`config.mk`:
```
export PLATFORM = sky130hd
export DESIGN_NAME = sact_ram
export DESIGN_NICKNAME = d
export VERILOG_FILES = /design/src/rtl/core/sact_ram.sv
export SDC_FILE = /design/constraint.sdc
export NUM_CORES = 1
export LEC_CHECK = 0
export ABC_CLOCK_PERIOD_IN_PS = 2900
export BUFFER_PORTS_ARGS = -buffer_cell sky130_fd_sc_hd__buf_2
export CORE_MARGIN = 5
export CORE_UTILIZATION = 55
export CTS_BUF_LIST = sky130_fd_sc_hd__clkbuf_8
export DETAILED_ROUTE_END_ITERATION = 10
export GPL_ROUTABILITY_DRIVEN = 0
export PLACE_DENSITY = 0.75
export SLEW_MARGIN = 20
export SYNTH_ARGS = -nofsm -noshare
export SYNTH_HDL_FRONTEND = slang
export SYNTH_SLANG_ARGS = --single-unit
export TNS_END_PERCENT = 30
```
`constraint.sdc`:
```
create_clock -name clock -period 2.9 [get_ports clock]
set_input_delay 0.145 -clock clock [delete_from_list [all_inputs] [get_ports clock]]
set_output_delay 0.145 -clock clock [all_outputs]
set_load 0.05 [all_outputs]
```
`src/rtl/core/sact_ram.sv`:
```
// Generic single-port-write, single-port-read synchronous RAM.
// Read data is registered. No dependencies.
module sact_ram #(
   parameter int WIDTH = 8,
   parameter int DEPTH = 16
) (
   input  logic                     clock,
   input  logic                     wr_en,
   input  logic [$clog2(DEPTH)-1:0] wr_addr,
   input  logic [WIDTH-1:0]         wr_data,
   input  logic                     rd_en,
   input  logic [$clog2(DEPTH)-1:0] rd_addr,
   output logic [WIDTH-1:0]         rd_data
);

   logic [WIDTH-1:0] mem_ff [DEPTH];
   logic [WIDTH-1:0] rd_data_ff;

   always_ff @(posedge clock) begin
      if (wr_en) begin
         mem_ff[wr_addr] <= wr_data;
      end
      if (rd_en) begin
         rd_data_ff <= mem_ff[rd_addr];
      end
   end

   assign rd_data = rd_data_ff;

endmodule

```
==> summary.txt <==
Setup path
  – Flop-to-flop setup slack: 1.41 ns
  – Worst r2r path cells: 3
  – Crit-path cells: buf_2, buf_12, mux4_2, a22oi_1, nand2_1
  – CP Launch Type: primary input
  – Critical path's slowest cell: mux4_2
  – Critical path launch point: rd_addr[0]
  – WP data arrival: 1.69 ns
  – Slowest stage delay, CP: 0.51 ns
  – Reg2reg end: rd_data[7]
  – Worst setup EP type: flip-flop
  – Crit path required time: 3.05 ns
  – FF-to-FF Start: mem_ff[8][7]
  – Setup CP Type: in2reg
  – Worst-path maximum fanout: 19

Routing
  – Routed vias/inst: 5.93
  – Number of vias in the routed layout: about 2400
  – Final wirelength: 9.25 mm
  – Remaining routing DRC violations: 0
  – Per-cell routed wire length: 22.5 microns
  – Drt first pass iters: 5
  – Antenna Nets Post-Route: 0
  – Iter 0 DRT Violations: 171

Finish
  – Share of cells above drive strength 1: 0.290
  – Post-route cell area: about 6000 sq um
  – Area grow syn2layout: 14.0%
  – Most frequent cells in the layout: 136 x edfxtp_1, 26 x buf_2, 18 x mux4_2
  – Nets@finish: 290
  – ANT cells: 0
  – Most common cell after layout, fill and taps aside: edfxtp_1

Floorplanning
  – Starting Density: 0.566
  – Row count: 35
  – Die height: 107 microns
  – Core area: 9240 sq um
  – # IOs: 27
  – Die Span X: 107 microns
  – Die ar.: roughly 12000 sq um

Synthesis
  – Main combinational cell family by area after synthesis: multiplexers
  – Synth Area in Adders: 0
  – Mapped Area: about 5200 sq um
  – Simple-gate share of the synthesized area: 0.0314
  – Seq/Total Area, Yosys: 0.781
  – XOR/XNOR Fraction of Synth Area: 0
  – Multiplexer share of the synthesized area: 0.148
  – Top FF cell, synth: edfxtp_1
  – Complex-gate fraction of the synthesized area: 0.0230
  – Syn_nets: 248
  – Async S/R FF share, synth: 0
  – Cell count after synthesis: ~230
  – Post-synth EDFFs: between 100 and 150
  – Synth warnings: 0
  – Synth unique cells: 18
  – Mapped Avg Cell Area: 22.8 sq um
  – Flops & latches, synth: 136
  – Largest area contributor in the netlist: edfxtp_1
  – Largest cells by area after synthesis: edfxtp_1 78%, mux4_2 7.8%, mux4_1 7.0%, a22oi_1 2.3%, nor2_1 0.93%
  – Top-area cell type share of the netlist area: 0.781

Hold path
  – Hold Path Sink: rd_data[2]
  – Worst hold path type: in2reg
  – Hold Startpoint: rd_en
  – Hold path depth: 1

STA
  – Final min period: 1.54 ns
  – Worst slew margin: 0.377
  – Fin crit share: 0.529
  – RSZ-0062 raised after global routing: false
  – Clk_skew: 0.00956 ns
  – Slew Limit Fails: 0
  – Final setup vio count: 0
  – Setup TNS: 0 ns
  – Setup ws final: 1.36 ns
  – Worst slew pin tran: 0.932 ns
  – Final hold violation count: 0
  – Max frequency: 0.651 GHz

Outcome
  – Outcome: finished, final reports clean

GRT
  – Global-route wire length before repair: 14.7 mm
  – GRT overflow: 0
  – Initial antenna violation count: 0
  – Vias in the first global route: 2579
  – Gr usage total: 0.179
  – Largest net degree at the start of global routing: 33

Placed design
  – Pre-CTS setup slack: 0.897 ns
  – IO Port Bufs: 26
  – Post-DP HPWL: 5.88 mm
  – DP Area: ~5500 sq um

Clock network
  – Post-CTS setup buffer count: 0
  – TritonCTS Buffers: 17
  – H-Tree Depth: 4
  – Clk slew on worst S/H paths: about 0.070 ns
  – CTS Sinks: roughly 140
  – Post-CTS Resized: 0
  – Longest Clk Path Bufs: 2
  – Clock Latency Late Sink: 0.42 ns
  – CTS Hold Bufs: 0
  – CTS tree: yes
  – Root buffer cell: clkbuf_8

Run
  – Max cap viols: 0

Power and ir drop
  – Power per standard cell area: 709 nW/um^2
  – Sequential share of power: 0.526
  – Int Power: ~3.4 mW
  – Sw Share: 0.198
  – Switch Pwr: 0.835 mW
  – Leak: 1.98 nW
  – Clock power share: 0.422
  – Maximum vdd drop: between 0.3 and 0.4 mV
  – Gate power share: 0.052
==> metrics by stage <==
stage               instances  total power [mW]  hold slack [ns]   util
floorplan                 229              2.41            0.244      -
global placement          381              2.48            0.528  0.595
detailed placement        381              2.49            0.522  0.595
CTS                       412              4.25           0.0798  0.645
global route              412              4.38           0.0663  0.645
finish                    412              4.23           0.0940  0.645
==> synth_stat cells (2+ instances only) <==
cell type / instances
nand2b_1: 2
clkdlybuf4s25_2: 3
nand2_1: 9
nor3_1: 4
buf_2: 3
a22oi_1: 16
buf_6: 3
nor2_1: 13
mux4_1: 14
mux4_2: 18
nand3b_1: 2
edfxtp_1: 136
==> sequential cells by signal, summed over array words and instances, names as in the netlist <==
name,cells
mem_ff,128
rd_data,8
==> routing by layer <==
metal	track usage	part of all wire
met1	0.244	0.41
met2	0.283	0.51
met3	0.0468	0.065
met4	0.0622	0.010
met5	0	0
==> kinds of logic after synthesis <==
logic type | Yosys count
AO/OA/AOI/OAI | 16
buffers and inverters | 10
flip-flops | 136
AND/OR/NAND/NOR | 35
multiplexers | 32
==> power groups by stage <==
stage / combinational [mW] / clock [mW] / sequential, mW
after floorplan: 0.112 / 0 / 2.30
after CTS: 0.224 / 1.80 / 2.23
after detailed placement: 0.223 / 0 / 2.27
final: 0.220 / 1.78 / 2.23
after global placement: 0.218 / 0 / 2.27
after global routing: 0.240 / 1.91 / 2.23
==> cell type report <==
cell class | count | area (sq um)
Timing Repair Buffer | 33 | 195
Sequential cell | 136 | 4080
Multi-Input combinational cell | 83 | 1060
Tap cell | 129 | 161
Clock buffer | 17 | 234
Fill cell | 596 | 3280
Clock inverter | 14 | 230
==> worst max path at each step <==
stage	end	depth (start not counted)
after floorplan	mem_ff[0][0]	2
after global placement	rd_data[1]	5
after detailed placement	rd_data[1]	5
after CTS	rd_data[1]	5
after global routing	rd_data[1]	5
final	rd_data[6]	5
==> critical path, delay by kind of cell <==
kind	cells	cell delay, ns
buffers and inverters	2	0.62
muxes	1	0.51
AOI/OAI and AO/OA	1	0.27
and+or+nand+nor	1	0.10
(Power assumes the default switching activity.)
