$ cat config.mk
export PLATFORM = sky130hd
export DESIGN_NAME = sact_way_logic
export DESIGN_NICKNAME = d
export VERILOG_FILES = /design/src/rtl/core/sact_pkg.sv /design/src/rtl/core/sact_way_logic.sv
export SDC_FILE = /design/constraint.sdc
export NUM_CORES = 1
export LEC_CHECK = 0
export BUFFER_PORTS_ARGS = -buffer_cell sky130_fd_sc_hd__buf_2
export CAP_MARGIN = 0
export CORE_AREA = 2 2 137 139
export DETAILED_ROUTE_END_ITERATION = 10
export DIE_AREA = 0 0 139 141
export SETUP_SLACK_MARGIN = 0.4
export SLEW_MARGIN = 10
export SYNTH_ARGS = -nofsm -noshare
export SYNTH_HDL_FRONTEND = slang
export SYNTH_SLANG_ARGS = --single-unit
$ cat constraint.sdc
create_clock -name vclk -period 1.7
set_input_delay 0.085 -clock vclk [all_inputs]
set_output_delay 0.085 -clock vclk [all_outputs]
set_load 0.03 [all_outputs]
$ cat src/rtl/core/sact_pkg.sv
// Shared constants and types of the set-associative cache tag store.
// Geometry of the address split, the per-set row layout and the result word.
// No dependencies.
package sact_pkg;

   localparam int ADDR_W     = 32;
   localparam int CACHE_BITS = 16;
   localparam int OFFSET_W   = 6;
   localparam int WAY_W      = 3;
   localparam int SET_W      = CACHE_BITS - OFFSET_W - WAY_W;
   localparam int TAG_W      = ADDR_W - OFFSET_W - SET_W;
   localparam int NUM_WAYS   = 1 << WAY_W;
   localparam int NUM_SETS   = 1 << SET_W;

   localparam logic MODE_LOOKUP = 1'b0;
   localparam logic MODE_FILL   = 1'b1;

   typedef struct packed {
      logic [NUM_WAYS-1:0]            valid;
      logic [NUM_WAYS-1:0][TAG_W-1:0] tag;
   } row_type;

   localparam int ROW_W = $bits(row_type);

   typedef struct packed {
      logic              hit;
      logic [WAY_W-1:0]  way;
      logic              evicted;
      logic              wr_en;
   } update_type;

endpackage

$ cat src/rtl/core/sact_way_logic.sv
// Way compare and allocation for one set row: hit search on lookup,
// lowest free or victim way on fill, and the updated row. Depends on sact_pkg.
module sact_way_logic (
   input  logic                     mode,
   input  logic [sact_pkg::TAG_W-1:0] tag,
   input  logic [sact_pkg::WAY_W-1:0] victim_way,
   input  sact_pkg::row_type        row,
   output sact_pkg::row_type        new_row,
   output sact_pkg::update_type     upd
);
   import sact_pkg::*;

   logic [NUM_WAYS-1:0] match;
   logic                any_match;
   logic [WAY_W-1:0]    match_way;
   logic                any_free;
   logic [WAY_W-1:0]    free_way;
   logic [WAY_W-1:0]    fill_way;

   always_comb begin
      any_match = 1'b0;
      match_way = '0;
      any_free  = 1'b0;
      free_way  = '0;
      for (int w = NUM_WAYS - 1; w >= 0; w--) begin
         match[w] = row.valid[w] && (row.tag[w] == tag);
         if (match[w]) begin
            any_match = 1'b1;
            match_way = WAY_W'(w);
         end
         if (!row.valid[w]) begin
            any_free = 1'b1;
            free_way = WAY_W'(w);
         end
      end
   end

   assign fill_way = any_free ? free_way : victim_way;

   always_comb begin
      new_row = row;
      upd     = '0;
      case (mode)
         MODE_LOOKUP: begin
            upd.hit = any_match;
            upd.way = any_match ? match_way : '0;
         end
         MODE_FILL: begin
            upd.way               = fill_way;
            upd.evicted           = !any_free;
            upd.wr_en             = 1'b1;
            new_row.valid[fill_way] = 1'b1;
            new_row.tag[fill_way]   = tag;
         end
         default: begin
            upd = '0;
         end
      endcase
   end

endmodule

==> impl_metrics.tcl, run 1 <==
set metrics [dict create \
    status "finished with violations" \
    violations "negative setup slack" \
    power.density_mw_per_mm2 303 \
    avgSynthCellArea_um2 8.40 \
    crit_required_ns 1.62 \
    slew_violations 0 \
    slew_headroom_pct 73.6 \
    routed_wirelength_um 27000 \
    yosys-top-cells-area "mux2_2 43%, xor2_1 20%, xnor2_1 13%, buf_2 4.0%, nand4_1 3.6%" \
    rsz0062_at_grt "true" \
    die_h_um 141 \
    fin_crit_ns 1.99 \
    drive_gt1_share_pct 78.4 \
    portBuffers 349 \
    tightest_slew_ns 0.393 \
    die-area_mm2 0.0196 \
    nClkBuffers 0 \
    yosysMostFrequentCell "mux2_2" \
    fin_cells 1184 \
    syn_nets 656 \
    setup_viol 160 \
    gr-total-overflow 0 \
    grt_pass1_vias 5950 \
    fmax_mhz 502 \
    gp_congestion 0.870 \
    drc 0 \
    ir_drop_mv 0.177 \
    worstPathArrival_ns 1.91 \
    nFillCells 1557 \
    hold_viol 0 \
    ys_top_cells_by_count "152 x mux2_2, 91 x xor2_1, 61 x xnor2_1" \
    drt-pass1-iter-count 5 \
    antenna_found_initial 0 \
    viasPerCell 4.77 \
    antenna_cells 0 \
    grt_use_total_pct 25.3 \
    crit_fanout 5 \
    maxCapViolations 0 \
    fin_crit_sh_pct 117 \
    start_kind "input pin" \
    yosys_warnings 0 \
    critPathKind "in2out" \
    wl_per_cell_um 22.8 \
    endpoint_kind "primary output" \
    area_growth_pct 150 \
    vias 5646 \
    setup_slack_ns -0.294 \
    syn_area_mm2 0.00398 \
    io_pins 349 \
    core-area_mm2 0.0183 \
    grt_max_degree 20 \
    yosysSeqAreaShare_pct 0 \
    die_w_um 139 \
    ctsHoldBuffers 0 \
    initial_core_util_pct 21.8 \
    multiInputGateArea_mm2 0.00468 \
    utilization_pct 54.5 \
    hold_class "in2out" \
    tns_ns -25.23 \
    synth_top_area_cell "mux2_2" \
    first_iter_violations 278 \
    regArea_um2 0 \
    synth_top_area_share_pct 43.1 \
    placedCellCount 1131 \
    power.leakage_nw 4.91 \
    final_antenna_net_count 0 \
    num_rows 50 \
    hpwl_um 19400 \
    sequential_cell_total 0 \
    nets 1135 \
    syn_inst 473 \
    synth.distinct_cells 33 \
    grt_first_pass_wirelength_um 37400 \
]
==> cell type report <==
type	count	area share [%]
inverters	6	0.352
multi-input cells	413	47.0
well taps	234	2.94
repair buffers	531	49.7
==> path summary, 6_finish.rpt <==
check  startpoint            to  slack (ns)  depth (start not counted)
max        tag[4]        upd[5]       -0.29                          9
min      row[130]  new_row[130]        0.52                          3
==> metrics by stage <==
step           setup slack, ns  instance area, µm²  hold WS [ns]  power [mW]
2_1_floorplan           0.0171                4990         0.207        1.49
3_3_place_gp            -0.635                7640         0.574        2.37
3_5_place_dp            -0.703                7640         0.574        2.37
4_1_cts                 -0.256                9750         0.522        2.93
5_1_grt                 -0.331                9950         0.531        3.13
6_report                -0.294                9950         0.522        3.01
==> power breakdown <==
group	total, mW	leakage, nW	switching (mW)	internal (mW)
Combinational	3.01	4.91	1.50	1.51
Sequential	0	0	0	0
Clock	0	0	0	0
Total	3.01	4.91	1.50	1.51
==> cell usage in the layout (no fill, tap or decap), types with 2 or more instances in the layout <==
master	count
nand2_4	2
xor2_2	5
nand3_2	2
nor4_2	6
xor2_4	2
a21oi_2	2
nor3_4	2
buf_2	175
nand3_1	2
nor3_2	4
xor2_1	84
or2_4	4
inv_1	4
nand4_1	23
nor2_4	5
buf_12	28
nor4_1	14
nor2_1	6
xnor2_1	60
buf_16	13
mux2_4	151
nor2b_4	2
buf_8	5
nand2_1	5
nor4_4	3
o21ai_2	4
buf_6	187
buf_4	121
==> worst max-delay path: stages <==
cell     delay (ns)
buf_2          0.16
xor2_1         0.15
nor4_1         0.35
nand3_1        0.25
nor3_2         0.18
and2b_2        0.26
buf_6          0.12
a41oi_4        0.18
buf_6          0.16
==> repair_timing <==
item | CTS | global route
setup buffers | 36 | 2
gates resized for setup | 424 | 38
pin swaps | 33 | 19
setup endpoints to repair | 163 | 163
cloned | 14 | 1
==> logic make-up after synthesis <==
| family | after synthesis | synth area share (%) |
|---|---|---|
| AO/OA/AOI/OAI | 15 | 2.71 |
| XOR/XNOR | 152 | 33.5 |
| AND/OR/NAND/NOR | 94 | 13.4 |
| multiplexers | 152 | 43.1 |
| buffers and inverters | 60 | 7.33 |
==> layer usage <==
| metal | vias up | track usage [%] | wire, µm | share of wire, % |
|---|---|---|---|---|
| met1 | 2734 | 33.2 | 11700 | 43 |
| met4 | 0 | 3.99 | 484 | 1.8 |
| met3 | 33 | 3.77 | 1520 | 5.6 |
| met2 | 269 | 44.8 | 13200 | 49 |
| li1 | 2610 | - | - | - |
| met5 | - | 0 | 0 | 0 |
Note: power is estimated with default switching activity, not from simulation.
==> run 2: changes to the inputs <==
- clock period: 1.7 -> 1.6 ns (I/O delays scaled with it)
==> run 2 against run 1 <==
- the flow still finishes with violations (negative setup slack)
- first-iteration DRC count up 24%
- total power up 7.6%
- final area up 0.91%
- global-route usage down 0.34 points
- core utilization up 0.49 points
==> impl_metrics.tcl, run 2 (synthesis gave the netlist of run 1 again) <==
set metrics [dict create \
    slew_violations 0 \
    fin_crit_ns 1.97 \
    drive_gt1_share_pct 80.5 \
    fin_crit_sh_pct 123 \
    power.leakage_nw 4.93 \
    ir_drop_mv 0.171 \
    area_growth_pct 153 \
    io_pins 349 \
    hold_viol 0 \
    die_w_um 139 \
    grt_pass1_vias 5981 \
    antenna_found_initial 0 \
    nClkBuffers 0 \
    drc 0 \
    slowest_delay_ns 0.34 \
    dpl-instance-area_mm2 0.00774 \
    tns_ns -43.51 \
    antenna_cells 0 \
    initial_core_util_pct 21.8 \
    gr-total-overflow 0 \
    die_h_um 141 \
    rsz0062_at_grt "true" \
    core-area_mm2 0.0183 \
    ctsHoldBuffers 0 \
    gp_congestion 0.908 \
    final_area_mm2 0.0100 \
    setup_slack_ns -0.372 \
    portBuffers 349 \
    final_antenna_net_count 0 \
    fmax_mhz 507 \
    routed_wirelength_um 27200 \
    crit_required_ns 1.52 \
    layout.cells.most_common_list "195 x buf_2, 175 x buf_6, 143 x mux2_4, 126 x buf_4, 83 x xor2_1" \
    nFillCells 1581 \
    power.density_mw_per_mm2 322 \
    first_iter_violations 344 \
    maxCapViolations 0 \
    utilization_pct 55.0 \
    grt_first_pass_wirelength_um 37200 \
    vias 5811 \
    tightest_slew_ns 0.459 \
    die-area_mm2 0.0196 \
    final_common_cell "buf_2" \
    grt_use_total_pct 24.9 \
    viasPerCell 4.85 \
    crit_fanout 8 \
    critPathKind "in2out" \
    hpwl_um 20200 \
    status "finished with violations" \
    endpoint_kind "primary output" \
    hold_class "in2out" \
    slew_headroom_pct 69.1 \
    multiInputGateArea_mm2 0.00479 \
    grt_max_degree 21 \
    num_rows 50 \
    worstPathArrival_ns 1.89 \
    wl_per_cell_um 22.7 \
    drt-pass1-iter-count 5 \
    setup_viol 163 \
    cp_slowest_cell "nor4_2" \
    worst_hold_slack_ns 0.513 \
    critical_path.cell_chain "buf_2 > buf_12 > buf_4 > xor2_1 > nor4_2 > nand3_2 > nand2_2 > nor2b_4 > o31ai_4 > buf_6" \
    min_path_cells 3 \
    regArea_um2 0 \
    violations "negative setup slack" \
    sequential_cell_total 0 \
    nets 1148 \
    start_kind "input pin" \
]
## run 2: changes by cell type in the layout (fill, tap and decap cells not counted), moves of 5 or more
cell / previous run / this run
buf_2: 175 / 195
buf_4: 121 / 126
buf_6: 187 / 175
mux2_2: 1 / 9
mux2_4: 151 / 143
nor4_1: 14 / 8
nor4_2: 6 / 11
## run 2: worst paths after layout
check | start | to | slack (ns)
worst max-delay path | tag[6] | upd[4] | -0.37
worst min-delay path | row[129] | new_row[129] | 0.51
## run 2: critical path, delay by kind of cell
family,cells,cell delay (ns)
simple gates,4,0.77
xor+xnor,1,0.16
compound gates,1,0.27
buf+inv,4,0.59
## run 2: what timing repair did
item,CTS,global route
setup buffers,28,14
endpoints found under the setup margin,163,163
pin swaps,38,38
cloned,10,3
resized for setup,318,142
## run 2: where the power goes
part	internal [mW]	switching (mW)
Sequential	0	0
Clock	0	0
Combinational	1.62	1.62
## run 2: final cells by class
class,instances,share of cell area (%)
inverter,6,0.349
multi-input combinational,413,47.7
tap,234,2.92
timing repair buffer,544,49.0
## run 2: per-stage QoR
step	worst slack, ns	power, mW	cells
floorplan	-0.0729	1.59	473
global placement	-0.622	2.55	1142
detailed placement	-0.609	2.55	1142
finish	-0.372	3.24	1197
CTS	-0.354	3.00	1180
global route	-0.471	3.37	1197
## run 2: metal layers
metal | up-vias | track usage [%] | share of wire (%) | wire [µm]
li1 | 2637 | - | - | -
met1 | 2805 | 32.7 | 41 | 11200
met2 | 333 | 44.8 | 50 | 13700
met3 | 36 | 2.75 | 6.8 | 1850
met4 | 0 | 4.20 | 1.8 | 488
met5 | - | 0 | 0 | 0
==> run 3: changes to the inputs <==
--- a/config.mk
+++ b/config.mk
@@ -11,4 +11,5 @@
 export DETAILED_ROUTE_END_ITERATION = 10
 export DIE_AREA = 0 0 139 141
+export GPL_ROUTABILITY_DRIVEN = 0
 export SETUP_SLACK_MARGIN = 0.4
 export SLEW_MARGIN = 10
==> constraint.sdc (replaced) <==
create_clock -name vclk -period 1.6
set_input_delay 0.08 -clock vclk [all_inputs]
set_output_delay 0.08 -clock vclk [all_outputs]
set_load 0.05 [all_outputs]
==> run 3 against run 2 <==
- the flow still finishes with violations (negative setup slack)
- setup slack worse by 0.054 ns
- critical endpoint is now new_row[23]
- total power up 15%
- die area unchanged
- critical path depth down 1
- worst hold slack better by 0.021 ns
- largest cell class unchanged
- global-route usage up 0.76 points
- non-clock buffer count down 16
==> impl_metrics.tcl, run 3 (synthesis gave the netlist of run 1 again) <==
set metrics [dict create \
    nFillCells 1431 \
    drc 0 \
    status "finished with violations" \
    p_int_mw 1.65 \
    vias 5694 \
    hold_end "new_row[65]" \
    hpwl_um 19800 \
    die_w_um 139 \
    routed_wirelength_um 27700 \
    ctsHoldBuffers 0 \
    nClkBuffers 0 \
    wl_per_cell_um 23.4 \
    sequential_cell_total 0 \
    hold_class "in2out" \
    setup_viol 163 \
    crit_fanout 5 \
    utilization_pct 55.8 \
    nets 1132 \
    drive_gt1_share_pct 80.4 \
    min_path_cells 3 \
    fin_crit_sh_pct 127 \
    power.density_mw_per_mm2 364 \
    worstPathArrival_ns 1.95 \
    fin_cells 1182 \
    holdCritStartpoint "row[65]" \
    endpoint_kind "primary output" \
    portBuffers 349 \
    p_switching_mw 2.06 \
    viasPerCell 4.82 \
    rsz0062_at_grt "true" \
    grt_first_pass_wirelength_um 38300 \
    drt-pass1-iter-count 4 \
    start_kind "input pin" \
    crit_required_ns 1.52 \
    fmax_mhz 493 \
    layout.cells.most_common_list "173 x buf_2, 150 x buf_6, 114 x buf_4, 108 x mux2_4, 76 x xor2_1" \
    hold_viol 0 \
    slew_headroom_pct 70.8 \
    core-area_mm2 0.0183 \
    seq_power_share_pct 0 \
    grt_use_total_pct 25.7 \
    power_frac_clock_pct 0 \
    critPathKind "in2out" \
    die_h_um 141 \
    ir_drop_mv 0.260 \
    fin_crit_ns 2.03 \
    final_antenna_net_count 0 \
    grt_pass1_vias 6147 \
    comb_power_share_pct 100.0 \
    initial_core_util_pct 21.8 \
    die-area_mm2 0.0196 \
    violations "negative setup slack" \
    first_iter_violations 170 \
    gr-total-overflow 0 \
    io_pins 349 \
    tightest_slew_ns 0.437 \
    detailedPlace.worstSlack_ns -0.688 \
    regArea_um2 0 \
    report.power.total_mw 3.71 \
    switching_share_pct 55.6 \
    power.leakage_nw 4.79 \
    placedCellCount 1133 \
    antenna_found_initial 1 \
    slew_violations 0 \
    area_growth_pct 156 \
    num_rows 50 \
    grt_max_degree 20 \
    setup_slack_ns -0.426 \
    final_common_cell "buf_2" \
    worst_hold_slack_ns 0.535 \
    maxCapViolations 0 \
]
-- run 3: changes by cell type in the layout (fill, tap and decap cells not counted), moves of 12 or more --
cell	before	now
buf_6	175	150
mux2_4	143	108
buf_8	5	46
buf_4	126	114
mux2_2	9	44
buf_2	195	173
-- run 3: cell type report --
type / instances / area (µm²) / area share, %
multi-input cells: 413 / 4790 / 47.0
diodes: 1 / 2.50 / 0.0245
inverters: 6 / 37.5 / 0.368
repair buffers: 528 / 5070 / 49.7
well taps: 234 / 293 / 2.87
-- run 3: what timing repair did --
item | CTS | global route
hold endpoints to repair | 0 | 0
setup buffers | 23 | 14
resized for setup | 452 | 126
setup endpoints to repair | 163 | 163
pin swaps | 37 | 51
cloned | 10 | 1
-- run 3: how the worst max path moves through the flow --
stage                     startpoint  cells past startpoint  slack [ns]     endpoint
after global routing        row[159]                     14       -0.47  new_row[81]
after global placement        tag[1]                      9       -0.71       upd[5]
after floorplan             row[157]                      7        -0.1  new_row[10]
after CTS                    tag[17]                     10       -0.44       upd[4]
final                       row[158]                      9       -0.43  new_row[23]
after detailed placement      tag[1]                      9       -0.69       upd[5]
-- run 3: per-stage QoR --
step	TNS [ns]	instance area [µm²]
floorplan	-2.27	4720
global placement	-64.59	7380
detailed placement	-66.37	7380
CTS	-53.60	9440
global route	-63.79	10200
finish	-52.91	10200
-- run 3: metal layers --
metal	global-route usage [%]	share of wire (%)	vias up
li1	-	-	2595
met1	29.3	38	2716
met2	48.6	52	321
met3	3.33	5.1	62
met4	10.1	4.3	0
met5	0	0	-
-- run 3: power by group through the flow --
stage / Sequential (mW) / Clock, mW / Combinational [mW]
floorplan: 0 / 0 / 1.93
global placement: 0 / 0 / 2.86
detailed placement: 0 / 0 / 2.86
CTS: 0 / 0 / 3.45
global route: 0 / 0.0000000835 / 3.84
finish: 0 / 0.0000000835 / 3.71
-- run 3: critical path, stage by stage --
cell and delay, ns:
buf_2 0.15, nand4_1 0.15, or2_4 0.28, o311ai_4 0.27, and3_4 0.28, buf_6 0.13, clkbuf_16 0.15, mux2_4 0.30
buf_6 0.15
